### src/rtl/tvcs_pkg.sv
`timescale 1ns / 1ps
// tvcs_pkg: widths, register map, reset values and payload types of the
// torque vectoring current split. No dependencies.
package tvcs_pkg;

   localparam int TOTAL_W  = 16;
   localparam int YAW_W    = 20;
   localparam int LIMIT_W  = 16;
   localparam int CUR_W    = 16;
   localparam int TRACK_W  = 12;
   localparam int RADIUS_W = 10;
   localparam int GEAR_W   = 16;
   localparam int KT_W     = 16;
   localparam int MAXI_W   = 15;

   localparam int DATA_W   = 32;
   localparam int ADDR_W   = 5;

   localparam int MAG_W    = YAW_W;
   localparam int MAGR_W   = MAG_W + RADIUS_W;
   localparam int FRAC_SH  = 20;
   localparam int NUM_W    = MAGR_W + FRAC_SH;
   localparam int TK_W     = TRACK_W + KT_W;
   localparam int DEN_W    = TK_W + GEAR_W;
   localparam int Q_W      = 16;
   localparam int SIDE_W   = MAXI_W + 1;
   localparam int VAL_W    = 20;

   localparam logic [TRACK_W-1:0]  TRACK_RESET  = TRACK_W'(1200);
   localparam logic [RADIUS_W-1:0] RADIUS_RESET = RADIUS_W'(250);
   localparam logic [GEAR_W-1:0]   GEAR_RESET   = GEAR_W'(2560);
   localparam logic [KT_W-1:0]     KT_RESET     = KT_W'(4096);
   localparam logic [MAXI_W-1:0]   MAXI_RESET   = MAXI_W'(3200);

   localparam logic [Q_W-1:0] Q_POS_CAP = Q_W'(32767);
   localparam logic [Q_W-1:0] Q_NEG_CAP = Q_W'(32768);
   localparam logic signed [VAL_W-1:0] DIFF_HI = VAL_W'(32767);
   localparam logic signed [VAL_W-1:0] DIFF_LO = -VAL_W'(32768);

   typedef enum logic [2:0] {
      REG_TRACK  = 3'd0,
      REG_RADIUS = 3'd1,
      REG_GEAR   = 3'd2,
      REG_KT     = 3'd3,
      REG_MAXI   = 3'd4
   } reg_index_type;

   typedef struct packed {
      logic [TRACK_W-1:0]  track_width;
      logic [RADIUS_W-1:0] wheel_radius;
      logic [GEAR_W-1:0]   reduction_q8;
      logic [KT_W-1:0]     torque_constant;
      logic [MAXI_W-1:0]   motor_current_limit;
   } cfg_type;

   // per-item values that ride alongside the divider
   typedef struct packed {
      logic                      zero;
      logic                      neg;
      logic signed [TOTAL_W-1:0] total;
      logic [SIDE_W-1:0]         max_l;
      logic [SIDE_W-1:0]         max_r;
   } side_type;

   typedef struct packed {
      side_type          side;
      logic [NUM_W-1:0]  rem;
      logic [DEN_W-1:0]  den;
      logic [Q_W-1:0]    q;
      logic              sat;
   } div_type;

   function automatic logic signed [VAL_W-1:0] lim(
      input logic signed [VAL_W-1:0] v,
      input logic signed [VAL_W-1:0] lo,
      input logic signed [VAL_W-1:0] hi
   );
      return (v < lo) ? lo : ((v > hi) ? hi : v);
   endfunction

   function automatic logic signed [VAL_W-1:0] side_val(input logic [SIDE_W-1:0] m);
      return $signed({{(VAL_W-SIDE_W){1'b0}}, m});
   endfunction

   function automatic logic signed [VAL_W-1:0] total_val(
      input logic signed [TOTAL_W-1:0] t
   );
      return $signed({{(VAL_W-TOTAL_W){t[TOTAL_W-1]}}, t});
   endfunction

endpackage

### src/rtl/tvcs_divider.sv
`timescale 1ns / 1ps
// tvcs_divider: restoring divider, one quotient bit per pipeline stage.
// Depends on tvcs_pkg.
module tvcs_divider import tvcs_pkg::*; (
   input  logic    clock,
   input  logic    reset,
   input  logic    in_valid,
   output logic    in_ready,
   input  div_type in_data,
   output logic    out_valid,
   input  logic    out_ready,
   output div_type out_data
);

   logic    v_ff [Q_W];
   div_type d_ff [Q_W];
   logic    en   [Q_W];

   assign in_ready  = en[0];
   assign out_valid = v_ff[Q_W-1];
   assign out_data  = d_ff[Q_W-1];

   for (genvar k = 0; k < Q_W; k++) begin : g_step
      localparam int BIT = Q_W - 1 - k;
      logic    v_src;
      div_type d_src;
      div_type d_in;
      logic [DEN_W+Q_W-1:0] sh;
      logic [DEN_W+Q_W-1:0] rx;

      if (k == 0) begin : g_first
         assign v_src = in_valid;
         assign d_src = in_data;
      end else begin : g_next
         assign v_src = v_ff[k-1];
         assign d_src = d_ff[k-1];
      end

      if (k == Q_W - 1) begin : g_last
         assign en[k] = ~v_ff[k] | out_ready;
      end else begin : g_mid
         assign en[k] = ~v_ff[k] | en[k+1];
      end

      always_comb begin
         sh   = (DEN_W+Q_W)'(d_src.den) << BIT;
         rx   = (DEN_W+Q_W)'(d_src.rem);
         d_in = d_src;
         if (rx >= sh) begin
            d_in.rem    = d_src.rem - sh[NUM_W-1:0];
            d_in.q[BIT] = 1'b1;
         end
      end

      always_ff @(posedge clock) begin
         if (reset) begin
            v_ff[k] <= 1'b0;
         end else if (en[k]) begin
            v_ff[k] <= v_src;
         end
      end

      always_ff @(posedge clock) begin
         if (en[k]) begin
            d_ff[k] <= d_in;
         end
      end
   end

endmodule

### config.mk
export PLATFORM = sky130hd
export DESIGN_NAME = tvcs_divider
export DESIGN_NICKNAME = d
export VERILOG_FILES = /design/src/rtl/tvcs_pkg.sv /design/src/rtl/tvcs_divider.sv
export SDC_FILE = /design/constraint.sdc
export NUM_CORES = 2
export LEC_CHECK = 0
export ABC_AREA = 1
export ABC_CLOCK_PERIOD_IN_PS = 22200
export BUFFER_PORTS_ARGS = -buffer_cell sky130_fd_sc_hd__buf_2
export CORE_MARGIN = 5
export CORE_UTILIZATION = 40
export CTS_CLUSTER_DIAMETER = 100
export CTS_CLUSTER_SIZE = 14
export DETAILED_ROUTE_END_ITERATION = 8
export MAX_ROUTING_LAYER = met4
export SETUP_SLACK_MARGIN = 0.5
export SYNTH_ARGS = -nofsm -noshare
export SYNTH_HDL_FRONTEND = slang
export SYNTH_SLANG_ARGS = --single-unit
### constraint.sdc
create_clock -name clock -period 22.2 [get_ports clock]
set_input_delay 1.11 -clock clock [delete_from_list [all_inputs] [get_ports clock]]
set_output_delay 1.11 -clock clock [all_outputs]
set_load 0.005 [all_outputs]
==> results.txt <==
----------------------------------------------------
[Place]
  Worst setup slack before clock tree synthesis ... approximately 15 ns
  GP Congestion ... a little under 1
  HPWL after detailed placement ... around 370000 um
  Dpl cell area ... 143000 um^2
  Buffers on Ports ... about 330

[Detailed routing]
  Wire length per cell ... roughly 23 um
  Routed Antenna Nets ... 0
  Via count normalized by instance count ... 5.28
  Detailed Routing Iterations Pass 1 ... 6
  Routed WL ... around 450000 um
  Detailed Route Iter0 Violations ... just under 10000
  Total via count after detailed routing ... 101000
  Number of remaining DRC errors ... 0

[Power and ir drop]
  Design Power ... 16.0 mW
  Leakage power figure ... around 63 nW
  Peak supply drop ... approximately 70 uV
  Power density of the placed cells ... approximately 110 nW/um^2

[Synthesis]
  Netlist Area Pre-Place ... 137000 um^2
  Post-synth top cells ... nand2_1, edfxtp_1, inv_1
  Yosys warnings ... 0
  Most repeated cell in the gate-level netlist after synthesis ... nand2_1
  Post-Synthesis Net Count ... roughly 15000
  Number of library cell types mapped by synthesis ... 56
  Mapped Cells ... 14300
  Share of synthesized registers carrying an async set or reset ... 0%
  Area fraction of the dominant cell type after synthesis ... between 50% and 60%
  Post-synth EDFFs ... 2592
  Cell taking the most area after synthesis ... edfxtp_1
  Main synth FF type ... edfxtp_1
  Sequential fraction of the synthesis area ... a little under three fifths
  Register bit count reported by yosys ... 2592
  Top cells by area in the synthesized netlist ... edfxtp_1, nand2_1, ha_1
  Mean Syn Cell Area ... about 9.6 um^2

[Worst setup path]
  Maximum fanout encountered on the critical timing path ... 54
  Required time at the worst-slack endpoint ... between 20 and 25 ns
  Element type at the critical path end ... output pin
  Arrival time at the worst endpoint ... 5.95 ns
  Kind of critical path ... reg2out
  Cell breakdown of the critical path ... nand4_1 -> buf_4 -> nor2_2 -> nand4_4 -> nor2_2 -> nand4_4 -> buf_4 -> nor2_2 -> nand4_4 -> nor2_1 -> inv_8 -> buf_2
  Setup crit start kind ... register
  Peak per-stage delay on the critical path ... 0.74 ns
  Library cell contributing the largest single delay on the critical path ... nand4_4

[Floorplan]
  Initial Util ... roughly two fifths
  CORE AREA ... between 300000 and 400000 um^2
  Row Count ... roughly 220
  Number of top-level pins ... roughly 330
  Die area ... 355000 um^2
  Die span in y ... about 600 um
  Width of the die ... around 600 um

[Timing]
  Post-Route Skew ... 0.0937 ns
  Final Max Slew Viols ... 0
  Transition time at the pin with the least slew margin ... between 1 and 1.5 ns
  Minimum clock period after layout ... between 7 and 8 ns
  Smallest setup slack after layout ... around 15 ns
  Slew HR ... between 10% and 20%
  Maximum achievable frequency ... between 100 and 150 MHz
  Final hold violation count ... 0
  Final number of setup-violating endpoints ... 0
  RSZ-0062 raised after global routing ... false
  Post-route setup TNS ... 0 ns
  Share of the cycle needed by the critical path after routing ... a little under a third

[GRT]
  Overall overflow remaining after global route ... 0
  Met3 track demand over resource in global routing ... under 10%
  Antenna violations before repair ... 21
  Largest net degree at the start of global routing ... about 130
  Aggregate global-route resource usage ... between 20% and 30%
  Top Usage Layer GRT ... met2
  Met1 routing resource usage after global routing ... between 30% and 40%
  Met2 Resource Use GR ... around two fifths
  Via count of the first global-routing pass ... 96400
  Global-route wire length before repair ... 649000 um

[CTS]
  Level count of the clock H-tree ... 4
  TritonCTS Buffers ... around 220
  Root buffer selected by CTS ... clkbuf_16
  Clock transition at the register clock pins on the worst setup and hold paths after CTS ... about 0.06 ns
  TritonCTS clock tree ... built
  Setup Fix Bufs, Post-CTS ... 0
  Post-cts hold buffer count ... 0
  Number of sinks driven by the clock tree ... 2592
  Number of resized instances in the post-cts repair step ... 0
  Clock network latency to the later pin of the worst-skew pair ... between 0.9 and 1 ns
  Clock Tree Buf Depth ... 4

[Worst hold path]
  Class of the most critical hold timing path ... in2reg

[Finish]
  Synthesis-to-layout area growth ... 8.56%
  Summed area of non-filler cells in the final layout ... 149000 um^2
  Share of cells above drive strength 1 ... under 10%
  Layout Nets ... 15400

[Job]
  Max-cap check violation count ... 0

[Status]
  Status ... finished clean

----------------------------------------------------
[sequential cells by signal, indices dropped and copies added (netlist names)]
signal,cells
d_ff,2576
v_ff,16
[per-stage QoR]
step	hold slack, ns	instances	utilization, %
after floorplan	0.400	14300	-
after global placement	0.400	18900	41.8
after detailed placement	0.405	18900	41.8
after CTS	0.221	19200	43.5
after global routing	0.248	19200	43.5
final	0.323	19200	43.5
[power by group]
| group | total (mW) | internal (mW) | switching (mW) |
|---|---|---|---|
| sequential | 6.75 | 6.23 | 0.517 |
| combinational | 5.76 | 1.81 | 3.95 |
| clock | 3.50 | 1.79 | 1.71 |
[cell usage in the layout (no fill, tap or decap), drive strengths merged, types with 48 or more instances in the layout]
cell type | Yosys | layout
nand3b | 81 | 81
o21a | 57 | 57
ha | 659 | 659
a21boi | 53 | 53
buf | 279 | 385
o21ai | 920 | 920
a21oi | 1018 | 1018
edfxtp | 2592 | 2592
xor2 | 237 | 237
clkbuf | 29 | 220
nor4 | 48 | 48
xnor2 | 169 | 169
nor3 | 175 | 175
nand3 | 698 | 698
o21bai | 96 | 96
inv | 2067 | 2076
nand2 | 3176 | 3176
a21o | 93 | 93
nand4 | 331 | 331
nor2 | 1370 | 1370
[critical path: cells and delay by family (launching register included)]
family                 cells  cell delay [ns]
flip-flops                 1             0.41
buffers and inverters      4             1.13
AND/OR/NAND/NOR            8             3.46
[cells by family after synthesis]
| group | Yosys count | synth area share, % |
|---|---|---|
| DFF | 2592 | 56.6 |
| AOI/OAI and AO/OA | 2290 | 9.04 |
| and+or+nand+nor | 5950 | 18.3 |
| adders and majority gates | 675 | 6.23 |
| xor gates and xnor gates | 406 | 2.59 |
| buffers and inverters | 2376 | 7.18 |
[routing by layer]
layer	part of all wire (%)	vias to the layer above
li1	-	49000
met1	45	48300
met2	46	3389
met3	6.0	607
met4	3.0	0
met5	0	-
[final timing paths]
check / from / endpoint / slack [ns] / cells past startpoint
max: v_ff[1][7]$_DFFE_PP_ / in_ready / 15.14 / 12
min reg2reg: d_ff[0][1033]$_DFFE_PP_ / d_ff[0][1194]$_DFFE_PP_ / 0.40 / 0
max reg2reg: v_ff[1][7]$_DFFE_PP_ / d_ff[0][372]$_DFFE_PP_ / 16.29 / 13
min: in_data[111] / d_ff[0][111]$_DFFE_PP_ / 0.32 / 1
[cell type report]
| cell class | instances | area (um^2) |
|---|---|---|
| sequential | 2592 | 77800 |
| clock buffer | 220 | 5420 |
| antenna | 11 | 27.5 |
| tap | 4557 | 5700 |
| inverter | 2068 | 7800 |
| timing repair buffer | 385 | 2100 |
| clock inverter | 32 | 483 |
| fill | 33500 | 194000 |
| multi-input combinational | 9321 | 49800 |
Power figures use the tool's default switching activity.
