$ cat src/rtl/tvcs_pkg.sv
`timescale 1ns / 1ps
// tvcs_pkg: widths, register map, reset values and payload types of the
// torque vectoring current split. No dependencies.
package tvcs_pkg;

   localparam int TOTAL_W  = 16;
   localparam int YAW_W    = 20;
   localparam int LIMIT_W  = 16;
   localparam int CUR_W    = 16;
   localparam int TRACK_W  = 12;
   localparam int RADIUS_W = 10;
   localparam int GEAR_W   = 16;
   localparam int KT_W     = 16;
   localparam int MAXI_W   = 15;

   localparam int DATA_W   = 32;
   localparam int ADDR_W   = 5;

   localparam int MAG_W    = YAW_W;
   localparam int MAGR_W   = MAG_W + RADIUS_W;
   localparam int FRAC_SH  = 20;
   localparam int NUM_W    = MAGR_W + FRAC_SH;
   localparam int TK_W     = TRACK_W + KT_W;
   localparam int DEN_W    = TK_W + GEAR_W;
   localparam int Q_W      = 16;
   localparam int SIDE_W   = MAXI_W + 1;
   localparam int VAL_W    = 20;

   localparam logic [TRACK_W-1:0]  TRACK_RESET  = TRACK_W'(1200);
   localparam logic [RADIUS_W-1:0] RADIUS_RESET = RADIUS_W'(250);
   localparam logic [GEAR_W-1:0]   GEAR_RESET   = GEAR_W'(2560);
   localparam logic [KT_W-1:0]     KT_RESET     = KT_W'(4096);
   localparam logic [MAXI_W-1:0]   MAXI_RESET   = MAXI_W'(3200);

   localparam logic [Q_W-1:0] Q_POS_CAP = Q_W'(32767);
   localparam logic [Q_W-1:0] Q_NEG_CAP = Q_W'(32768);
   localparam logic signed [VAL_W-1:0] DIFF_HI = VAL_W'(32767);
   localparam logic signed [VAL_W-1:0] DIFF_LO = -VAL_W'(32768);

   typedef enum logic [2:0] {
      REG_TRACK  = 3'd0,
      REG_RADIUS = 3'd1,
      REG_GEAR   = 3'd2,
      REG_KT     = 3'd3,
      REG_MAXI   = 3'd4
   } reg_index_type;

   typedef struct packed {
      logic [TRACK_W-1:0]  track_width;
      logic [RADIUS_W-1:0] wheel_radius;
      logic [GEAR_W-1:0]   reduction_q8;
      logic [KT_W-1:0]     torque_constant;
      logic [MAXI_W-1:0]   motor_current_limit;
   } cfg_type;

   // per-item values that ride alongside the divider
   typedef struct packed {
      logic                      zero;
      logic                      neg;
      logic signed [TOTAL_W-1:0] total;
      logic [SIDE_W-1:0]         max_l;
      logic [SIDE_W-1:0]         max_r;
   } side_type;

   typedef struct packed {
      side_type          side;
      logic [NUM_W-1:0]  rem;
      logic [DEN_W-1:0]  den;
      logic [Q_W-1:0]    q;
      logic              sat;
   } div_type;

   function automatic logic signed [VAL_W-1:0] lim(
      input logic signed [VAL_W-1:0] v,
      input logic signed [VAL_W-1:0] lo,
      input logic signed [VAL_W-1:0] hi
   );
      return (v < lo) ? lo : ((v > hi) ? hi : v);
   endfunction

   function automatic logic signed [VAL_W-1:0] side_val(input logic [SIDE_W-1:0] m);
      return $signed({{(VAL_W-SIDE_W){1'b0}}, m});
   endfunction

   function automatic logic signed [VAL_W-1:0] total_val(
      input logic signed [TOTAL_W-1:0] t
   );
      return $signed({{(VAL_W-TOTAL_W){t[TOTAL_W-1]}}, t});
   endfunction

endpackage

$ cat src/rtl/tvcs_front.sv
`timescale 1ns / 1ps
// tvcs_front: three stages that clamp the side limits and build the
// divider's numerator, denominator and overflow flag. Depends on tvcs_pkg.
module tvcs_front import tvcs_pkg::*; (
   input  logic                      clock,
   input  logic                      reset,
   input  cfg_type                   cfg,
   input  logic                      in_valid,
   output logic                      in_ready,
   input  logic signed [TOTAL_W-1:0] total_current,
   input  logic signed [YAW_W-1:0]   yaw_moment,
   input  logic signed [LIMIT_W-1:0] limit_left,
   input  logic signed [LIMIT_W-1:0] limit_right,
   output logic                      out_valid,
   input  logic                      out_ready,
   output div_type                   out_data
);

   logic v1_ff, v2_ff, v3_ff;
   logic en1, en2, en3;

   side_type           s1_ff, s2_ff;
   logic [MAGR_W-1:0]  magr1_ff;
   logic [TK_W-1:0]    tk1_ff;
   logic [NUM_W-1:0]   num2_ff;
   logic [DEN_W-1:0]   den2_ff;
   div_type            d3_ff;

   side_type           s1_in;
   logic [MAG_W-1:0]   mag;
   logic [MAXI_W-1:0]  cl_l, cl_r;
   logic signed [LIMIT_W-1:0] mx_s;
   div_type            d3_in;

   assign en3      = ~v3_ff | out_ready;
   assign en2      = ~v2_ff | en3;
   assign en1      = ~v1_ff | en2;
   assign in_ready = en1;
   assign out_valid = v3_ff;
   assign out_data  = d3_ff;

   // stage 1: limits, magnitude products
   always_comb begin
      mx_s = $signed({1'b0, cfg.motor_current_limit});
      if (limit_left < 0)
         cl_l = '0;
      else if (limit_left > mx_s)
         cl_l = cfg.motor_current_limit;
      else
         cl_l = limit_left[MAXI_W-1:0];
      if (limit_right < 0)
         cl_r = '0;
      else if (limit_right > mx_s)
         cl_r = cfg.motor_current_limit;
      else
         cl_r = limit_right[MAXI_W-1:0];
      mag = yaw_moment[YAW_W-1] ? $unsigned(-yaw_moment) : $unsigned(yaw_moment);
      s1_in.zero  = (total_current == '0) || (cfg.track_width == '0) ||
                    (cfg.wheel_radius == '0) || (cfg.reduction_q8 == '0) ||
                    (cfg.torque_constant == '0) || (cfg.motor_current_limit == '0);
      s1_in.neg   = yaw_moment[YAW_W-1];
      s1_in.total = total_current;
      s1_in.max_l = {cl_l, 1'b0};
      s1_in.max_r = {cl_r, 1'b0};
   end

   // stage 3: quotient would not fit in Q_W bits
   always_comb begin
      d3_in.side = s2_ff;
      d3_in.rem  = num2_ff;
      d3_in.den  = den2_ff;
      d3_in.q    = '0;
      d3_in.sat  = DEN_W'(num2_ff[NUM_W-1:Q_W]) >= den2_ff;
   end

   always_ff @(posedge clock) begin
      if (reset) begin
         v1_ff <= 1'b0;
         v2_ff <= 1'b0;
         v3_ff <= 1'b0;
      end else begin
         if (en1) v1_ff <= in_valid;
         if (en2) v2_ff <= v1_ff;
         if (en3) v3_ff <= v2_ff;
      end
   end

   always_ff @(posedge clock) begin
      if (en1) begin
         s1_ff    <= s1_in;
         magr1_ff <= MAGR_W'(mag) * MAGR_W'(cfg.wheel_radius);
         tk1_ff   <= TK_W'(cfg.track_width) * TK_W'(cfg.torque_constant);
      end
      if (en2) begin
         s2_ff   <= s1_ff;
         num2_ff <= {magr1_ff, {FRAC_SH{1'b0}}};
         den2_ff <= DEN_W'(tk1_ff) * DEN_W'(cfg.reduction_q8);
      end
      if (en3) begin
         d3_ff <= d3_in;
      end
   end

endmodule

$ cat config.mk
export PLATFORM = sky130hd
export DESIGN_NAME = tvcs_front
export DESIGN_NICKNAME = d
export VERILOG_FILES = /design/src/rtl/tvcs_pkg.sv /design/src/rtl/tvcs_front.sv
export SDC_FILE = /design/constraint.sdc
export NUM_CORES = 2
export LEC_CHECK = 0
export ABC_AREA = 1
export BUFFER_PORTS_ARGS = -buffer_cell sky130_fd_sc_hd__buf_2
export CAP_MARGIN = 30
export CORE_MARGIN = 4
export CORE_UTILIZATION = 32
export CTS_BUF_LIST = sky130_fd_sc_hd__clkbuf_2 sky130_fd_sc_hd__clkbuf_4 sky130_fd_sc_hd__clkbuf_8
export CTS_CLUSTER_DIAMETER = 100
export CTS_CLUSTER_SIZE = 16
export DETAILED_ROUTE_END_ITERATION = 10
export SYNTH_ARGS = -nofsm -noshare
export SYNTH_HDL_FRONTEND = slang
export SYNTH_SLANG_ARGS = --single-unit
$ cat constraint.sdc
create_clock -name clock -period 20.8 [get_ports clock]
set_clock_uncertainty 0.15 [all_clocks]
set_input_delay 2.08 -clock clock [delete_from_list [all_inputs] [get_ports clock]]
set_output_delay 2.08 -clock clock [all_outputs]
set_load 0.03 [all_outputs]
==> results.md <==
* Status: complete, no violations
* Number of setup buffers added after CTS at 0
* FF-to-FF End: den2_ff[27]$_DFFE_PP_
* Number of global-route vias before repair at 32604
* Initial Utilization at 32.2%
* Synth area leader: fa_1
* Final setup viols at 0
* Remaining Overflow, GRT at 0
* Fillers at 13626
* Hold wc startpoint: d3_in[132]$_DFFE_PP_
* Fin crit period at 7540 ps
* H-tree depth at 1
* First-pass GRT wire length at 183 mm
* Slew @ Worst Pin at 946 ps
* Drt total wl at 115 mm
* Max incr delay on CP at 540 ps
* Hold depth at 0
* Vias at 31330
* Final Cycle Share at 36.3%
* CTS Buf Count at 30
* Wire length on met3 at 6.23 mm
* Slowest CP cell: fa_1
* Routability cong. at 0.889
* Max clock buf depth at 3
* Top post-synthesis cells by area: fa_1 (30%), edfxtp_1 (25%), nand2_1 (12%)
* Commonest non-fill, non-tap cell in the layout: nand2_1
* Ys Warns at 0
* Clock-pin slew on the worst setup and hold paths at 110 ps
* Clk sinks at 354
* Post-DP HPWL at 94.8 mm
* Total Nets Final at 6158
* Post-synth top flop: edfxtp_1
* Clk Tree Root Cell: clkbuf_8
* Worst path cell trace: buf_2 > inv_1 > or2_2 > o21ai_1 > inv_1 > nand2_1 > fa_1 > fa_1 > inv_1 > fa_1 > fa_1 > inv_1 > fa_1 > inv_1 > ha_1 > nand2_1 > nor2_1 > o21ai_0 > nand3_1 > nand2_1 > nand4_1 > nand2_1
* Core Rows at 133
* Cts repair resizes at 0
* Worst Path Class, Setup: input pin to flip-flop
* Mapped Area at 0.0423 mm²
* Asr flop ratio synth at 0%
* Highest layer used for signal routing: met5
* Final hold violations at 0
* Hold WC Path Type: flip-flop to flip-flop
* Post-Syn Area per Cell at 8.56 µm²
* Core outline area at 0.131 mm²
* MaxCap Viol Count at 0
* Die Y-Extent at 372 µm
* Global-route usage over all layers at 16.9%
* First-pass DRT Iterations at 6
* Clock Latency Late Sink at 650 ps
* Post-synthesis cell count at 4941
* Slew headroom at 36.9%
* Seq. cell area at 0.0106 mm²
* Ports at 304
* Worst setup path startpoint: yaw_moment[19]
* CTS tree: done
* DR iter-0 viols at 1943
* Hold buffers post-CTS at 0
* Vias per cell at 4.58
* Critical path endpoint category: flip-flop
* EDFF count, synth at 351
* Initial antenna violation count at 10
* Routed wl met2 at 53.2 mm
* Chip width at 372 µm
* Sequential element share of the synthesized area at 25.1%
* Cell count of the worst reg-to-reg path at 20
* WHS Endpoint: out_data[132]$_DFFE_PP_
* Unrepaired setup endpoints after global routing: no
* Largest net degree at the start of global routing at 68
* Reg2Reg Launch Point: tk1_ff[6]$_DFFE_PP_
* DRC Markers at 0
* Setup slack, reg-to-reg at 14360 ps
* Multi-input logic area at 0.0262 mm²
* F_max at 133 MHz
* Synth top area share at 30.5%
* Post-route antenna net violation count at 0
* Most frequent cells in the layout: nand2_1 (1355), inv_1 (1229), fa_1 (644)
* Critical path required time at 21080 ps
* Layout cells sized above 1 at 6.89%
* Die ar. at 0.138 mm²
* Met1 WL at 52.4 mm
* Wire length per cell at 16.9 µm
* Setup TNS at 0 ps
* Max-slew violations at 0
* Data arrival, critical path at 7820 ps
* Yosys reg bits at 354
* Startpoint types: input pin
* CP Max Fanout at 26
* Area grow syn2layout at 8.05%
* IO buf count at 265
* Synth cell types at 42
-- final cells by class --
| cell class | count | area share (%) |
|---|---|---|
| inverters | 1238 | 10.2 |
| diodes | 1 | 0.00548 |
| well taps | 1755 | 4.81 |
| clock inverters | 10 | 0.301 |
| clock buffers | 40 | 1.07 |
| flip-flops and latches | 354 | 23.2 |
| repair buffers | 271 | 3.03 |
| multi-input cells | 3170 | 57.4 |
-- state kept, by name, indices dropped and copies added (netlist names) --
signal,count
v1_ff,1
tk1_ff,28
s1_ff,48
v2_ff,1
out_data,123
num2_ff,30
d3_in,48
den2_ff,44
out_valid,1
magr1_ff,30
-- layer usage --
layer | track usage (%) | vias to the layer above
met2 | 27.6 | 843
met1 | 23.6 | 15504
met4 | 4.37 | 2
met3 | 2.30 | 164
met5 | 0 | -
li1 | - | 14817
-- worst max-delay path: cells and delay by family --
family	cells	cell delay, ps
adder cells (fa/ha/maj)	6	2800
AND/OR/NAND/NOR	8	1280
buffers and inverters	6	1060
AO/OA/AOI/OAI	2	550
-- through the flow --
| step | cells | cell area, µm² | setup WS, ps | hold WS, ps | utilization (%) |
|---|---|---|---|---|---|
| after floorplan | 4978 | 42400 | 11100 | 250 | - |
| after global placement | 6786 | 45000 | 12640 | 250 | 34.3 |
| after detailed placement | 6788 | 45100 | 12550 | 255 | 34.3 |
| after CTS | 6838 | 45700 | 13280 | 269 | 34.8 |
| after global routing | 6839 | 45700 | 12820 | 272 | 34.8 |
| final | 6839 | 45700 | 13260 | 267 | 34.8 |
-- logic make-up after synthesis --
kind of cell | Yosys count | synth area share, %
AO/OA/AOI/OAI | 239 | 2.98
XOR/XNOR | 61 | 1.31
adder cells (fa/ha/maj) | 952 | 39.6
buffers and inverters | 1454 | 13.3
flip-flops | 354 | 25.1
other | 1 | 0.00887
AND/OR/NAND/NOR | 1880 | 17.7
-- synth_stat cells (15+ instances only) --
cell type	n
xor2_1	45
a21oi_1	154
nand3_1	126
ha_1	308
o21ai_0	53
xnor2_1	15
nor2_1	297
edfxtp_1	351
nand2_1	1357
buf_1	18
fa_1	644
nor4_1	22
nand4_1	35
clkbuf_1	146
buf_4	38
inv_1	1230
-- worst max path at each step --
stage | slack (ps) | depth (start not counted) | to
after detailed placement | 12550 | 22 | magr1_ff[27]$_DFFE_PP_
after global placement | 12640 | 22 | magr1_ff[27]$_DFFE_PP_
after floorplan | 11100 | 4 | in_ready
after CTS | 13280 | 22 | magr1_ff[27]$_DFFE_PP_
final | 13260 | 22 | magr1_ff[27]$_DFFE_PP_
after global routing | 12820 | 22 | magr1_ff[27]$_DFFE_PP_
Power is left out: the tool's default activity adds up to more than one toggle a clock period on the data nets, which glitch-free logic cannot reach.
