===== src/rtl/tvcs_pkg.sv =====
`timescale 1ns / 1ps
// tvcs_pkg: widths, register map, reset values and payload types of the
// torque vectoring current split. No dependencies.
package tvcs_pkg;

   localparam int TOTAL_W  = 16;
   localparam int YAW_W    = 20;
   localparam int LIMIT_W  = 16;
   localparam int CUR_W    = 16;
   localparam int TRACK_W  = 12;
   localparam int RADIUS_W = 10;
   localparam int GEAR_W   = 16;
   localparam int KT_W     = 16;
   localparam int MAXI_W   = 15;

   localparam int DATA_W   = 32;
   localparam int ADDR_W   = 5;

   localparam int MAG_W    = YAW_W;
   localparam int MAGR_W   = MAG_W + RADIUS_W;
   localparam int FRAC_SH  = 20;
   localparam int NUM_W    = MAGR_W + FRAC_SH;
   localparam int TK_W     = TRACK_W + KT_W;
   localparam int DEN_W    = TK_W + GEAR_W;
   localparam int Q_W      = 16;
   localparam int SIDE_W   = MAXI_W + 1;
   localparam int VAL_W    = 20;

   localparam logic [TRACK_W-1:0]  TRACK_RESET  = TRACK_W'(1200);
   localparam logic [RADIUS_W-1:0] RADIUS_RESET = RADIUS_W'(250);
   localparam logic [GEAR_W-1:0]   GEAR_RESET   = GEAR_W'(2560);
   localparam logic [KT_W-1:0]     KT_RESET     = KT_W'(4096);
   localparam logic [MAXI_W-1:0]   MAXI_RESET   = MAXI_W'(3200);

   localparam logic [Q_W-1:0] Q_POS_CAP = Q_W'(32767);
   localparam logic [Q_W-1:0] Q_NEG_CAP = Q_W'(32768);
   localparam logic signed [VAL_W-1:0] DIFF_HI = VAL_W'(32767);
   localparam logic signed [VAL_W-1:0] DIFF_LO = -VAL_W'(32768);

   typedef enum logic [2:0] {
      REG_TRACK  = 3'd0,
      REG_RADIUS = 3'd1,
      REG_GEAR   = 3'd2,
      REG_KT     = 3'd3,
      REG_MAXI   = 3'd4
   } reg_index_type;

   typedef struct packed {
      logic [TRACK_W-1:0]  track_width;
      logic [RADIUS_W-1:0] wheel_radius;
      logic [GEAR_W-1:0]   reduction_q8;
      logic [KT_W-1:0]     torque_constant;
      logic [MAXI_W-1:0]   motor_current_limit;
   } cfg_type;

   // per-item values that ride alongside the divider
   typedef struct packed {
      logic                      zero;
      logic                      neg;
      logic signed [TOTAL_W-1:0] total;
      logic [SIDE_W-1:0]         max_l;
      logic [SIDE_W-1:0]         max_r;
   } side_type;

   typedef struct packed {
      side_type          side;
      logic [NUM_W-1:0]  rem;
      logic [DEN_W-1:0]  den;
      logic [Q_W-1:0]    q;
      logic              sat;
   } div_type;

   function automatic logic signed [VAL_W-1:0] lim(
      input logic signed [VAL_W-1:0] v,
      input logic signed [VAL_W-1:0] lo,
      input logic signed [VAL_W-1:0] hi
   );
      return (v < lo) ? lo : ((v > hi) ? hi : v);
   endfunction

   function automatic logic signed [VAL_W-1:0] side_val(input logic [SIDE_W-1:0] m);
      return $signed({{(VAL_W-SIDE_W){1'b0}}, m});
   endfunction

   function automatic logic signed [VAL_W-1:0] total_val(
      input logic signed [TOTAL_W-1:0] t
   );
      return $signed({{(VAL_W-TOTAL_W){t[TOTAL_W-1]}}, t});
   endfunction

endpackage


===== src/rtl/tvcs_csr.sv =====
`timescale 1ns / 1ps
// tvcs_csr: APB-style register file for the geometry and motor settings.
// Depends on tvcs_pkg.
module tvcs_csr import tvcs_pkg::*; (
   input  logic              clock,
   input  logic              reset,
   input  logic              psel,
   input  logic              penable,
   input  logic              pwrite,
   input  logic [ADDR_W-1:0] paddr,
   input  logic [DATA_W-1:0] pwdata,
   output logic [DATA_W-1:0] prdata,
   output logic              pready,
   output cfg_type           cfg
);

   cfg_type       cfg_ff;
   reg_index_type idx;
   logic          wr;

   assign pready = 1'b1;
   assign idx    = reg_index_type'(paddr[ADDR_W-1:2]);
   assign wr     = psel & penable & pwrite & pready;
   assign cfg    = cfg_ff;

   always_ff @(posedge clock) begin
      if (reset) begin
         cfg_ff.track_width         <= TRACK_RESET;
         cfg_ff.wheel_radius        <= RADIUS_RESET;
         cfg_ff.reduction_q8        <= GEAR_RESET;
         cfg_ff.torque_constant     <= KT_RESET;
         cfg_ff.motor_current_limit <= MAXI_RESET;
      end else if (wr) begin
         case (idx)
            REG_TRACK:  cfg_ff.track_width         <= pwdata[TRACK_W-1:0];
            REG_RADIUS: cfg_ff.wheel_radius        <= pwdata[RADIUS_W-1:0];
            REG_GEAR:   cfg_ff.reduction_q8        <= pwdata[GEAR_W-1:0];
            REG_KT:     cfg_ff.torque_constant     <= pwdata[KT_W-1:0];
            REG_MAXI:   cfg_ff.motor_current_limit <= pwdata[MAXI_W-1:0];
            default: ;
         endcase
      end
   end

   always_comb begin
      case (idx)
         REG_TRACK:  prdata = DATA_W'(cfg_ff.track_width);
         REG_RADIUS: prdata = DATA_W'(cfg_ff.wheel_radius);
         REG_GEAR:   prdata = DATA_W'(cfg_ff.reduction_q8);
         REG_KT:     prdata = DATA_W'(cfg_ff.torque_constant);
         REG_MAXI:   prdata = DATA_W'(cfg_ff.motor_current_limit);
         default:    prdata = '0;
      endcase
   end

endmodule


===== config.mk =====
export PLATFORM = sky130hd
export DESIGN_NAME = tvcs_csr
export DESIGN_NICKNAME = d
export VERILOG_FILES = /design/src/rtl/tvcs_pkg.sv /design/src/rtl/tvcs_csr.sv
export SDC_FILE = /design/constraint.sdc
export NUM_CORES = 1
export LEC_CHECK = 0
export ABC_AREA = 1
export BUFFER_PORTS_ARGS = -buffer_cell sky130_fd_sc_hd__buf_2
export CAP_MARGIN = 10
export CORE_MARGIN = 5
export CORE_UTILIZATION = 37
export CTS_CLUSTER_SIZE = 28
export DETAILED_ROUTE_END_ITERATION = 7
export PLACE_DENSITY = 0.66
export SYNTH_ARGS = -nofsm -noshare
export SYNTH_HDL_FRONTEND = slang
export SYNTH_SLANG_ARGS = --single-unit

===== constraint.sdc =====
create_clock -name clock -period 1.59 [get_ports clock]
set_clock_uncertainty 0.2 [all_clocks]
set_input_delay 0.318 -clock clock [delete_from_list [all_inputs] [get_ports clock]]
set_output_delay 0.318 -clock clock [all_outputs]
set_load 0.03 [all_outputs]

==> metrics.md, run 1 <==
| Metric | Value |
|---|---|
| Commonest cells after routing, fill and taps aside | `nand2_1, nor2_1, buf_2` |
| Reg power frac | `0.415` |
| All-Layer GR Usage | `0.205` |
| Final min period | `1.77 ns` |
| Clk_lat worst skew | `0.35 ns` |
| Post-Place Cell Area | `around 4500 sq um` |
| Initial Util | `0.383` |
| Layout net count | `745` |
| H-Tree Depth | `3` |
| Switching Fraction | `0.275` |
| Hold path startpoint | `pwdata[11]` |
| Ys Warns | `0` |
| Post-route clock period utilization | `1.11` |
| Worst hold path type | `in -> reg` |
| ANT nets after route | `0` |
| P&R area growth vs syn | `49.7%` |
| Drt total wl | `12.1 mm` |
| RSZ-0062 raised after global routing | `yes` |
| Critical Path AT | `~1.3 ns` |
| #FFs+latches synth | `slightly below 70` |
| Worst-path clk slew | `about 0.08 ns` |
| Synth Area in Simple Gates | `0.482` |
| Crit path kind | `in -> out` |
| Sequential area share after synthesis | `0.388` |
| CTS tree | `done` |
| Hpwl dp | `about 8.6 mm` |
| Setup violations, final | `16` |
| Sw power | `around 1.2 mW` |
| Achievable frequency | `565 MHz` |
| CP Max Fanout | `7` |
| Worst path most repeated cell | `buf_6` |
| Die W | `108 um` |
| First-pass GRT wire length | `18.8 mm` |
| Number of port buffers | `between 100 and 150` |
| Commonest non-fill, non-tap cell in the layout | `nand2_1` |
| Area leader, netlist | `dfxtp_1` |
| Leak | `approximately 2.7 nW` |
| WP data required | `1.07 ns` |
| Avg Inst Size Synth | `6.35 sq um` |
| Initial antenna violation count | `0` |
| Antenna fix cells | `0` |
| Clk pwr share | `0.426` |
| Peak supply drop | `0.478 mV` |
| Worst Setup SP | `paddr[4]` |
| Power, Total | `around 4.3 mW` |
| Hold_ws | `0.0128 ns` |
| Longest Clk Path Bufs | `2` |
| Status | `complete, but fails checks` |
| Core box area | `9280 sq um` |
| Pre-CTS WS | `-0.330 ns` |
| Routability cong. | `0.909` |
| Final std cell area, no fill | `5320 sq um` |
| Synth top area share | `0.388` |
| Complex-gate fraction of the synthesized area | `0.00141` |
| P_int | `3.10 mW` |
| Mapped Cells | `between 500 and 600` |
| Endpoints failing hold | `0` |
| Synth Area in XOR/XNOR | `0` |
| Pwr/cell area | `801 nW/um^2` |
| Die height | `108 um` |
| IO Pins | `144` |
| Sink Count | `69` |
| Row Count | `35` |
| Final core utilization | `0.573` |
| Part of the power in combinational logic | `0.160` |
| CP Capture Type | `output pin` |
| Grt ovf | `0` |
| Iteration count of the initial detailed-routing pass | `4` |
| Crit start category | `primary input` |
| Unique masters post-synth | `20` |
| Top cells by area, synth | `dfxtp_1, nand2_1, nor2_1` |
| Via count | `3932` |
| Mux contribution to synthesized area | `0` |
| Number of flip-flops in the largest register | `69` |
| Slew Limit Fails | `0` |
| CP max stage delay | `about 0.18 ns` |
| Vias in the first global route | `3733` |
| Setup ws final | `-0.179 ns` |
| Initial DRC Count | `~240` |
| Number of CTS-inserted buffers | `9` |
| Violated checks | `setup timing` |
| Largest net degree at the start of global routing | `70` |
| Post-Synth Adder-Cell Area | `0` |
| Layout cells sized above 1 | `0.371` |
| DR WL/cell | `approximately 14 um` |
| Slowest stage cell, crit path | `nor2_4` |
| CTS root buffer | `clkbuf_8` |
| Max-Cap Viols | `0` |
| Post-route DRC | `0` |
| Worst r2r src | `cfg[18]$_SDFFE_PP0P_` |
| Die ar. | `11700 sq um` |
| Crit-path cells | `buf_8 > inv_8 > buf_6 > nor2_4 > buf_6 > nand2_2 > nand2_2 > inv_2 > nand2_4 > buf_6` |
| Mapped cell area | `3560 sq um` |
| Largest family of logic cells by synthesized area | `simple AND/OR/NAND/NOR gates` |
| Vias per Instance | `4.70` |
[worst max-delay path: cells and delay by family]
family | cells | cell delay (ns)
buf+inv | 6 | 0.59
simple gates | 4 | 0.34
[path summary, 6_finish.rpt]
| kind | endpoint | depth (start not counted) | slack [ns] |
|---|---|---|---|
| worst max-delay path | prdata[2] | 10 | -0.18 |
| worst min-delay path | cfg[11]$_SDFFE_PP1P_ | 3 | 0.01 |
| worst max register to register | cfg[18]$_SDFFE_PP0P_ | 3 | 0.67 |
| worst min register to register | cfg[52]$_SDFFE_PP1P_ | 2 | 0.28 |
[routing by layer]
metal	vias up	routed length (um)	track usage
met1	1770	5350	0.268
met2	164	5550	0.323
met4	0	202	0.0775
met5	-	0	0
met3	21	999	0.0561
li1	1977	-	-
[logic make-up after synthesis]
kind of cell,after synthesis
AOI/OAI and AO/OA,1
buffers and inverters,87
other,2
and+or+nand+nor,401
DFF,69
[power groups by stage]
stage	registers [mW]	clock network [mW]	logic, mW
global placement	1.81	0	0.566
finish	1.77	1.82	0.681
global route	1.77	1.91	0.731
detailed placement	1.81	0	0.569
CTS	1.77	1.83	0.642
floorplan	1.85	0	0.368
[stage by stage]
| step | TNS (ns) | std cells |
|---|---|---|
| global route | -3.00 | 837 |
| global placement | -5.98 | 802 |
| detailed placement | -6.48 | 802 |
| CTS | -2.75 | 832 |
| floorplan | -0.109 | 575 |
| finish | -2.18 | 837 |
[area by class of cell]
type,count,area [sq um]
clock inverter,5,106
tap,129,161
fill,894,3960
inverter,40,188
multi-input combinational,419,2030
sequential,69,1400
timing repair buffer,164,1300
clock buffer,11,141
[Yosys cell counts]
cell type  count
dfxtp_1       69
buf_4         27
nand4_1       13
buf_2         11
nand3_2        3
clkinv_1       1
inv_2          5
nor2_4         6
conb_1         2
nand2_1      180
nand2_2        1
inv_1         34
nor2_2         3
nor2_1       124
buf_1          3
nand3_1       70
clkbuf_1       5
nand3_4        1
buf_6          1
o21ai_0        1
[repair_timing]
item                                   CTS  global route
endpoints found under the hold margin    7             0
gates resized for setup                 81            45
setup endpoints to repair               16            16
hold buffers                             6             0
cloned                                   1             1
buffers inserted                         7             4
pin swaps                               15            20
No activity file was read; power rests on OpenSTA's default activity.
==> inputs of run 2 (changes only) <==
==> config.mk (replaced) <==
export PLATFORM = sky130hd
export DESIGN_NAME = tvcs_csr
export DESIGN_NICKNAME = d
export VERILOG_FILES = /design/src/rtl/tvcs_pkg.sv /design/src/rtl/tvcs_csr.sv
export SDC_FILE = /design/constraint.sdc
export NUM_CORES = 1
export LEC_CHECK = 0
export ABC_AREA = 0
export BUFFER_PORTS_ARGS = -buffer_cell sky130_fd_sc_hd__buf_2
export CORE_MARGIN = 5
export CORE_UTILIZATION = 37
export DETAILED_ROUTE_END_ITERATION = 7
export PLACE_DENSITY = 0.67
export SYNTH_ARGS = -nofsm -noshare
export SYNTH_HDL_FRONTEND = slang
export SYNTH_SLANG_ARGS = --single-unit
==> metrics.md, run 2 <==
| Metric | Value |
|---|---|
| Sequential Area | `1410 sq um (was 1400 sq um)` |
| Mapped Cells | `374 (was 560)` |
| All-Layer GR Usage | `0.195 (was 0.205)` |
| Number of port buffers | `108 (unchanged)` |
| Iteration count of the initial detailed-routing pass | `4 (unchanged)` |
| Commonest non-fill, non-tap cell in the layout | `buf_2 (was nand2_1)` |
| Drt total wl | `11.0 mm (was 12.1 mm)` |
| Hold_ws | `0.0598 ns (was 0.0128 ns)` |
| Number of fill cells | `840 (was 894)` |
| Antenna fix cells | `0 (unchanged)` |
| ANT nets after route | `0 (unchanged)` |
| Worst reg-to-reg path cell count | `4 (was 3)` |
| Die ar. | `11500 sq um (was 11700 sq um)` |
| Peak supply drop | `0.479 mV (was 0.478 mV)` |
| CP Capture Point | `prdata[8] (was prdata[2])` |
| Setup ws final | `-0.284 ns (was -0.179 ns)` |
| Sequential area share after synthesis | `0.393 (was 0.388)` |
| Synth top area share | `0.393 (was 0.388)` |
| Area leader, netlist | `dfxtp_1 (unchanged)` |
| Longest Clk Path Bufs | `2 (unchanged)` |
| Worst hold path type | `in -> reg (unchanged)` |
| Post-route DRC | `0 (unchanged)` |
| Core box area | `9240 sq um (was 9280 sq um)` |
| Post-route clock period utilization | `1.18 (was 1.11)` |
| IO Pins | `144 (unchanged)` |
| Vias in the first global route | `3339 (was 3733)` |
| Number of flops mapped to enable cells by yosys | `0 (unchanged)` |
| Ys Warns | `0 (unchanged)` |
| Final core utilization | `0.558 (was 0.573)` |
| H-Tree Depth | `3 (unchanged)` |
| Violated checks | `setup timing (unchanged)` |
| Row Count | `35 (unchanged)` |
| Max-Cap Viols | `0 (unchanged)` |
| DR WL met2 | `5.32 mm (was 5.55 mm)` |
| Endpoints failing hold | `0 (unchanged)` |
| Setup TNS | `-3.23 ns (was -2.18 ns)` |
| Layout net count | `565 (was 745)` |
| Pwr/cell area | `693 nW/um^2 (was 801 nW/um^2)` |
| First-pass GRT wire length | `17.6 mm (was 18.8 mm)` |
| Final non-filler cell total | `657 (was 837)` |
| Unique masters post-synth | `31 (was 20)` |
| Worst-path clk slew | `0.08 ns (about the same)` |
| Via count | `3199 (was 3932)` |
| Worst Setup SP | `cfg[39]$_SDFFE_PP0P_ (was paddr[4])` |
| Async SR Flop Fraction | `0 (unchanged)` |
| Synth top cells by count | `dfxtp_1, mux2i_1, nand2b_1 (was nand2_1, nor2_1, nand3_1)` |
| Crit path kind | `reg -> out (was in -> out)` |
| Setup violations, final | `17 (was 16)` |
| CTS tree | `done (unchanged)` |
| Grt ovf | `0 (unchanged)` |
| Vias per Instance | `4.87 (was 4.70)` |
| Die height | `107 um (was 108 um)` |
| Clk_lat worst skew | `0.34 ns (was 0.35 ns)` |
| Hpwl dp | `8.21 mm (was 8.57 mm)` |
| Die W | `107 um (was 108 um)` |
| Initial DRC Count | `106 (was 244)` |
| Routability cong. | `0.787 (was 0.909)` |
| Sink Count | `69 (unchanged)` |
| Initial antenna violation count | `0 (unchanged)` |
| CP Max Fanout | `2 (was 7)` |
| Layout cells sized above 1 | `0.475 (was 0.371)` |
| Power, Total | `3.58 mW (was 4.27 mW)` |
| Initial Util | `0.380 (was 0.383)` |
| P&R area growth vs syn | `46.9% (was 49.7%)` |
| Footprint of the multi-input gates | `2180 sq um (was 2030 sq um)` |
| Achievable frequency | `534 MHz (was 565 MHz)` |
| Leak | `2.49 nW (was 2.74 nW)` |
| CP Capture Type | `output pin (unchanged)` |
| Critical Path AT | `1.36 ns (was 1.25 ns)` |
| DR top layer | `met4 (unchanged)` |
| Worst reg2reg path endpoint | `cfg[67]$_SDFFE_PP1P_ (was cfg[18]$_SDFFE_PP0P_)` |
| Avg Inst Size Synth | `9.39 sq um (was 6.35 sq um)` |
| M1 wire length | `4.87 mm (was 5.35 mm)` |
| WP data required | `1.07 ns (about the same)` |
| Crit start category | `register (was primary input)` |
| Status | `complete, but fails checks (unchanged)` |
| Worst r2r src | `cfg[67]$_SDFFE_PP1P_ (was cfg[18]$_SDFFE_PP0P_)` |
| Largest net degree at the start of global routing | `52 (was 70)` |
| R2R Setup Slk | `0.53 ns (was 0.67 ns)` |
| Number of CTS-inserted buffers | `9 (unchanged)` |
| CTS root buffer | `clkbuf_8 (unchanged)` |
| Post-synth top flop | `dfxtp_1 (unchanged)` |
| Slew Limit Fails | `0 (unchanged)` |
| #FFs+latches synth | `69 (unchanged)` |
| Final min period | `1.87 ns (was 1.77 ns)` |
| Number of flip-flops in the largest register | `69 (unchanged)` |
| Commonest cells after routing, fill and taps aside | `buf_2, mux2i_1, nand2b_1 (was nand2_1, nor2_1, buf_2)` |
| Met3 WL | `631 um (was 999 um)` |
| Mapped cell area | `3510 sq um (was 3560 sq um)` |
| Post-cts hold buffer count | `0 (was 6)` |
| DR WL/cell | `16.7 um (was 14.5 um)` |
| RSZ-0062 raised after global routing | `yes (unchanged)` |
| Placed insts | `633 (was 802)` |
| Count leader, synth | `dfxtp_1 (was nand2_1)` |
| Top cells by area, synth | `dfxtp_1, mux2i_1, nand2b_1 (was dfxtp_1, nand2_1, nor2_1)` |
## run 2: changes by cell type in the layout (fill, tap and decap cells not counted), sizes merged, moves of 31 or more
cell	delta
nand2	-180
mux2i	+63
nor2	-104
nand3	-65
o21ai	+31
inv	-39
nand2b	+57
## run 2: worst max-delay path: stages, from the launching register on
cell	delay [ns]
dfxtp_2	0.33
mux2_4	0.27
a22oi_2	0.18
o22ai_4	0.09
buf_6	0.14
## run 2: cell type report
class | instances | area share
Sequential cell | 69 | 0.273
Multi-Input combinational cell | 274 | 0.423
Clock inverter | 5 | 0.00533
Clock buffer | 11 | 0.0255
Timing Repair Buffer | 169 | 0.242
Tap cell | 129 | 0.0313
## run 2: repair_timing
item	CTS	global route
pin swaps	13	1
gates resized for setup	56	12
endpoints found under the setup margin	16	17
setup buffers	6	1
cloned	1	0
## run 2: kinds of logic after synthesis
family,after synthesis,share of synthesized area
other cells,2,0.00214
mux,72,0.208
flops,69,0.393
simple gates,124,0.212
compound gates,61,0.105
buf+inv,46,0.0798
## run 2: worst min-delay path by stage
stage	end	slack, ns	from	cells past startpoint
global placement	cfg[49]$_SDFFE_PP0P_	0.27	cfg[49]$_SDFFE_PP0P_	2
floorplan	cfg[27]$_SDFFE_PP1P_	0.29	pwdata[12]	2
finish	cfg[52]$_SDFFE_PP1P_	0.06	pwdata[5]	3
detailed placement	cfg[30]$_SDFFE_PP0P_	0.29	cfg[30]$_SDFFE_PP0P_	2
CTS	cfg[52]$_SDFFE_PP1P_	0.05	pwdata[5]	3
global route	cfg[40]$_SDFFE_PP1P_	0.07	pwdata[9]	3
## run 2: stage by stage
stage | setup slack, ns | instance area, sq um
global route | -0.325 | 5160
CTS | -0.300 | 5130
finish | -0.284 | 5160
floorplan | -0.113 | 3830
global placement | -0.346 | 4720
detailed placement | -0.393 | 4720
## run 2: routing by layer
metal	up-vias	GRT usage
met2	90	0.327
met3	15	0.0462
met4	0	0.0685
met1	1535	0.244
met5	-	0
li1	1559	-
## run 2: power breakdown
group	switching [mW]	internal (mW)
Sequential	0.0102	1.74
Clock	0.666	0.556
Combinational	0.352	0.254
Total	1.03	2.55
==> inputs of run 3 (changes only) <==
--- a/config.mk
+++ b/config.mk
@@ -10,7 +10,8 @@
 export CORE_MARGIN = 5
 export CORE_UTILIZATION = 37
 export DETAILED_ROUTE_END_ITERATION = 7
-export PLACE_DENSITY = 0.67
+export GPL_TIMING_DRIVEN = 0
+export PLACE_DENSITY = 0.71
 export SYNTH_ARGS = -nofsm -noshare
 export SYNTH_HDL_FRONTEND = slang
 export SYNTH_SLANG_ARGS = --single-unit
==> metrics.md, run 3 (synthesis results as in run 2) <==
| Metric | Value |
|---|---|
| Status | `complete, but fails checks (unchanged)` |
| Violated checks | `setup timing (unchanged)` |
| Hold_ws | `0.0394 ns (was 0.0598 ns)` |
| First-pass GRT wire length | `18.6 mm (was 17.6 mm)` |
| CTS tree | `done (unchanged)` |
| Post-route clock period utilization | `1.18 (about the same)` |
| Leak | `2.51 nW (was 2.49 nW)` |
| All-Layer GR Usage | `0.213 (was 0.195)` |
| Peak supply drop | `0.614 mV (was 0.479 mV)` |
| Layout cells sized above 1 | `0.477 (was 0.475)` |
| Pwr/cell area | `820 nW/um^2 (was 693 nW/um^2)` |
| Grt ovf | `0 (unchanged)` |
| Part of the power in combinational logic | `0.152 (was 0.169)` |
| Setup ws final | `-0.288 ns (was -0.284 ns)` |
| Commonest cells after routing, fill and taps aside | `buf_2, mux2i_1, nand2b_1 (unchanged)` |
| Routability cong. | `0.829 (was 0.787)` |
| Initial antenna violation count | `0 (unchanged)` |
| Commonest non-fill, non-tap cell in the layout | `buf_2 (unchanged)` |
| Die height | `107 um (unchanged)` |
| Row Count | `35 (unchanged)` |
| Initial DRC Count | `127 (was 106)` |
| P&R area growth vs syn | `50.6% (was 46.9%)` |
| Iteration count of the initial detailed-routing pass | `5 (was 4)` |
| Hold Path Sink | `cfg[40]$_SDFFE_PP1P_ (was cfg[52]$_SDFFE_PP1P_)` |
| Die ar. | `11500 sq um (unchanged)` |
| Achievable frequency | `532 MHz (was 534 MHz)` |
| H-Tree Depth | `3 (unchanged)` |
| Worst reg2reg path endpoint | `cfg[36]$_SDFFE_PP0P_ (was cfg[67]$_SDFFE_PP1P_)` |
| DR WL/cell | `19.3 um (was 16.7 um)` |
| Clk_lat worst skew | `0.34 ns (about the same)` |
| WP data required | `1.07 ns (about the same)` |
| Crit start category | `register (unchanged)` |
| ANT nets after route | `0 (unchanged)` |
| Sw power | `1.08 mW (was 1.03 mW)` |
| Worst reg-to-reg path cell count | `4 (unchanged)` |
| Crit path kind | `reg -> out (unchanged)` |
| CP Capture Type | `output pin (unchanged)` |
| Critical Path AT | `1.36 ns (about the same)` |
| Worst r2r src | `cfg[36]$_SDFFE_PP0P_ (was cfg[67]$_SDFFE_PP1P_)` |
| CP Max Fanout | `3 (was 2)` |
| Via count | `3330 (was 3199)` |
| RSZ-0062 raised after global routing | `yes (unchanged)` |
| Reg power frac | `0.403 (was 0.489)` |
| Vias per Instance | `5.08 (was 4.87)` |
| Slew Limit Fails | `0 (unchanged)` |
| Number of flip-flops in the largest register | `69 (unchanged)` |
| Worst-Margin Slew | `slightly above 0.6 ns` |
| Antenna fix cells | `0 (unchanged)` |
| IO Pins | `144 (unchanged)` |
| Hpwl dp | `8.69 mm (was 8.21 mm)` |
| Post-route DRC | `0 (unchanged)` |
| Longest Clk Path Bufs | `2 (unchanged)` |
| Initial Util | `0.380 (unchanged)` |
| Drt total wl | `12.7 mm (was 11.0 mm)` |
| Die W | `107 um (unchanged)` |
| Slew HR | `0.586` |
| Sink Count | `69 (unchanged)` |
| Pre-CTS WS | `-0.452 ns (was -0.393 ns)` |
| Endpoints failing hold | `0 (unchanged)` |
| P_int | `3.26 mW (was 2.55 mW)` |
| Vias in the first global route | `3295 (was 3339)` |
| Worst hold path type | `in -> reg (unchanged)` |
| Setup violations, final | `15 (was 17)` |
| WHS Path Cells | `3 (unchanged)` |
| Largest net degree at the start of global routing | `13 (was 52)` |
| Final min period | `1.88 ns (was 1.87 ns)` |
| CTS root buffer | `clkbuf_8 (unchanged)` |
| Switching Fraction | `0.250 (was 0.287)` |
| Hold path startpoint | `pwdata[9] (was pwdata[5])` |
| Layout net count | `563 (was 565)` |
| Max-Cap Viols | `0 (unchanged)` |
| R2R Setup Slk | `0.49 ns (was 0.53 ns)` |
| Number of port buffers | `106 (was 108)` |
| Core box area | `9240 sq um (unchanged)` |
| Clk pwr share | `0.445 (was 0.342)` |
| Number of CTS-inserted buffers | `9 (unchanged)` |
| Worst-path clk slew | `0.08 ns (about the same)` |
run 3: stage by stage:
step | utilization | power, mW | TNS, ns | instances | area [sq um]
6_report | 0.573 | 4.34 | -3.10 | 655 | 5290
5_1_grt | 0.573 | 4.45 | -3.80 | 655 | 5290
4_1_cts | 0.558 | 4.32 | -3.17 | 649 | 5150
3_5_place_dp | 0.489 | 2.34 | -10.45 | 624 | 4520
3_3_place_gp | 0.489 | 2.34 | -9.96 | 624 | 4520
2_1_floorplan | - | 2.18 | -1.12 | 389 | 3830
run 3: worst max-delay path by stage:
stage	from	to	slack [ns]
finish	cfg[22]$_SDFFE_PP0P_	prdata[7]	-0.29
detailed placement	paddr[3]	prdata[10]	-0.45
global placement	paddr[3]	prdata[10]	-0.42
CTS	cfg[38]$_SDFFE_PP0P_	prdata[7]	-0.30
floorplan	paddr[2]	prdata[0]	-0.11
global route	cfg[22]$_SDFFE_PP0P_	prdata[7]	-0.33
run 3: power groups by stage:
stage / combinational (mW) / sequential, mW / clock [mW]
2_1_floorplan: 0.368 / 1.81 / 0
3_3_place_gp: 0.548 / 1.79 / 0
3_5_place_dp: 0.553 / 1.79 / 0
4_1_cts: 0.629 / 1.75 / 1.94
5_1_grt: 0.689 / 1.75 / 2.01
6_report: 0.661 / 1.75 / 1.93
run 3: per-layer routing:
metal	vias up	global-route usage	part of all wire
met5	-	0	0
met4	0	0.0631	0.016
met3	19	0.0600	0.10
met2	153	0.353	0.49
met1	1600	0.271	0.40
li1	1558	-	-
run 3: area by class of cell:
class / instances / area, sq um
well taps: 129 / 161
clock buffers: 10 / 138
fillers: 788 / 3950
flip-flops and latches: 69 / 1420
repair buffers: 121 / 807
plain buffers: 46 / 407
multi-input cells: 274 / 2230
clock inverters: 6 / 134
run 3: critical path: stages, from the launching register on:
cell and delay (ns):
dfxtp_2 0.34, mux2_4 0.26, a22oi_2 0.17, o22ai_4 0.09, buf_6 0.14
run 3: repair_timing:
action,CTS,global route
gates resized for setup,92,16
hold buffers,0,0
pin swaps,12,4
setup endpoints to repair,16,16
setup buffers,8,5
cloned,1,1
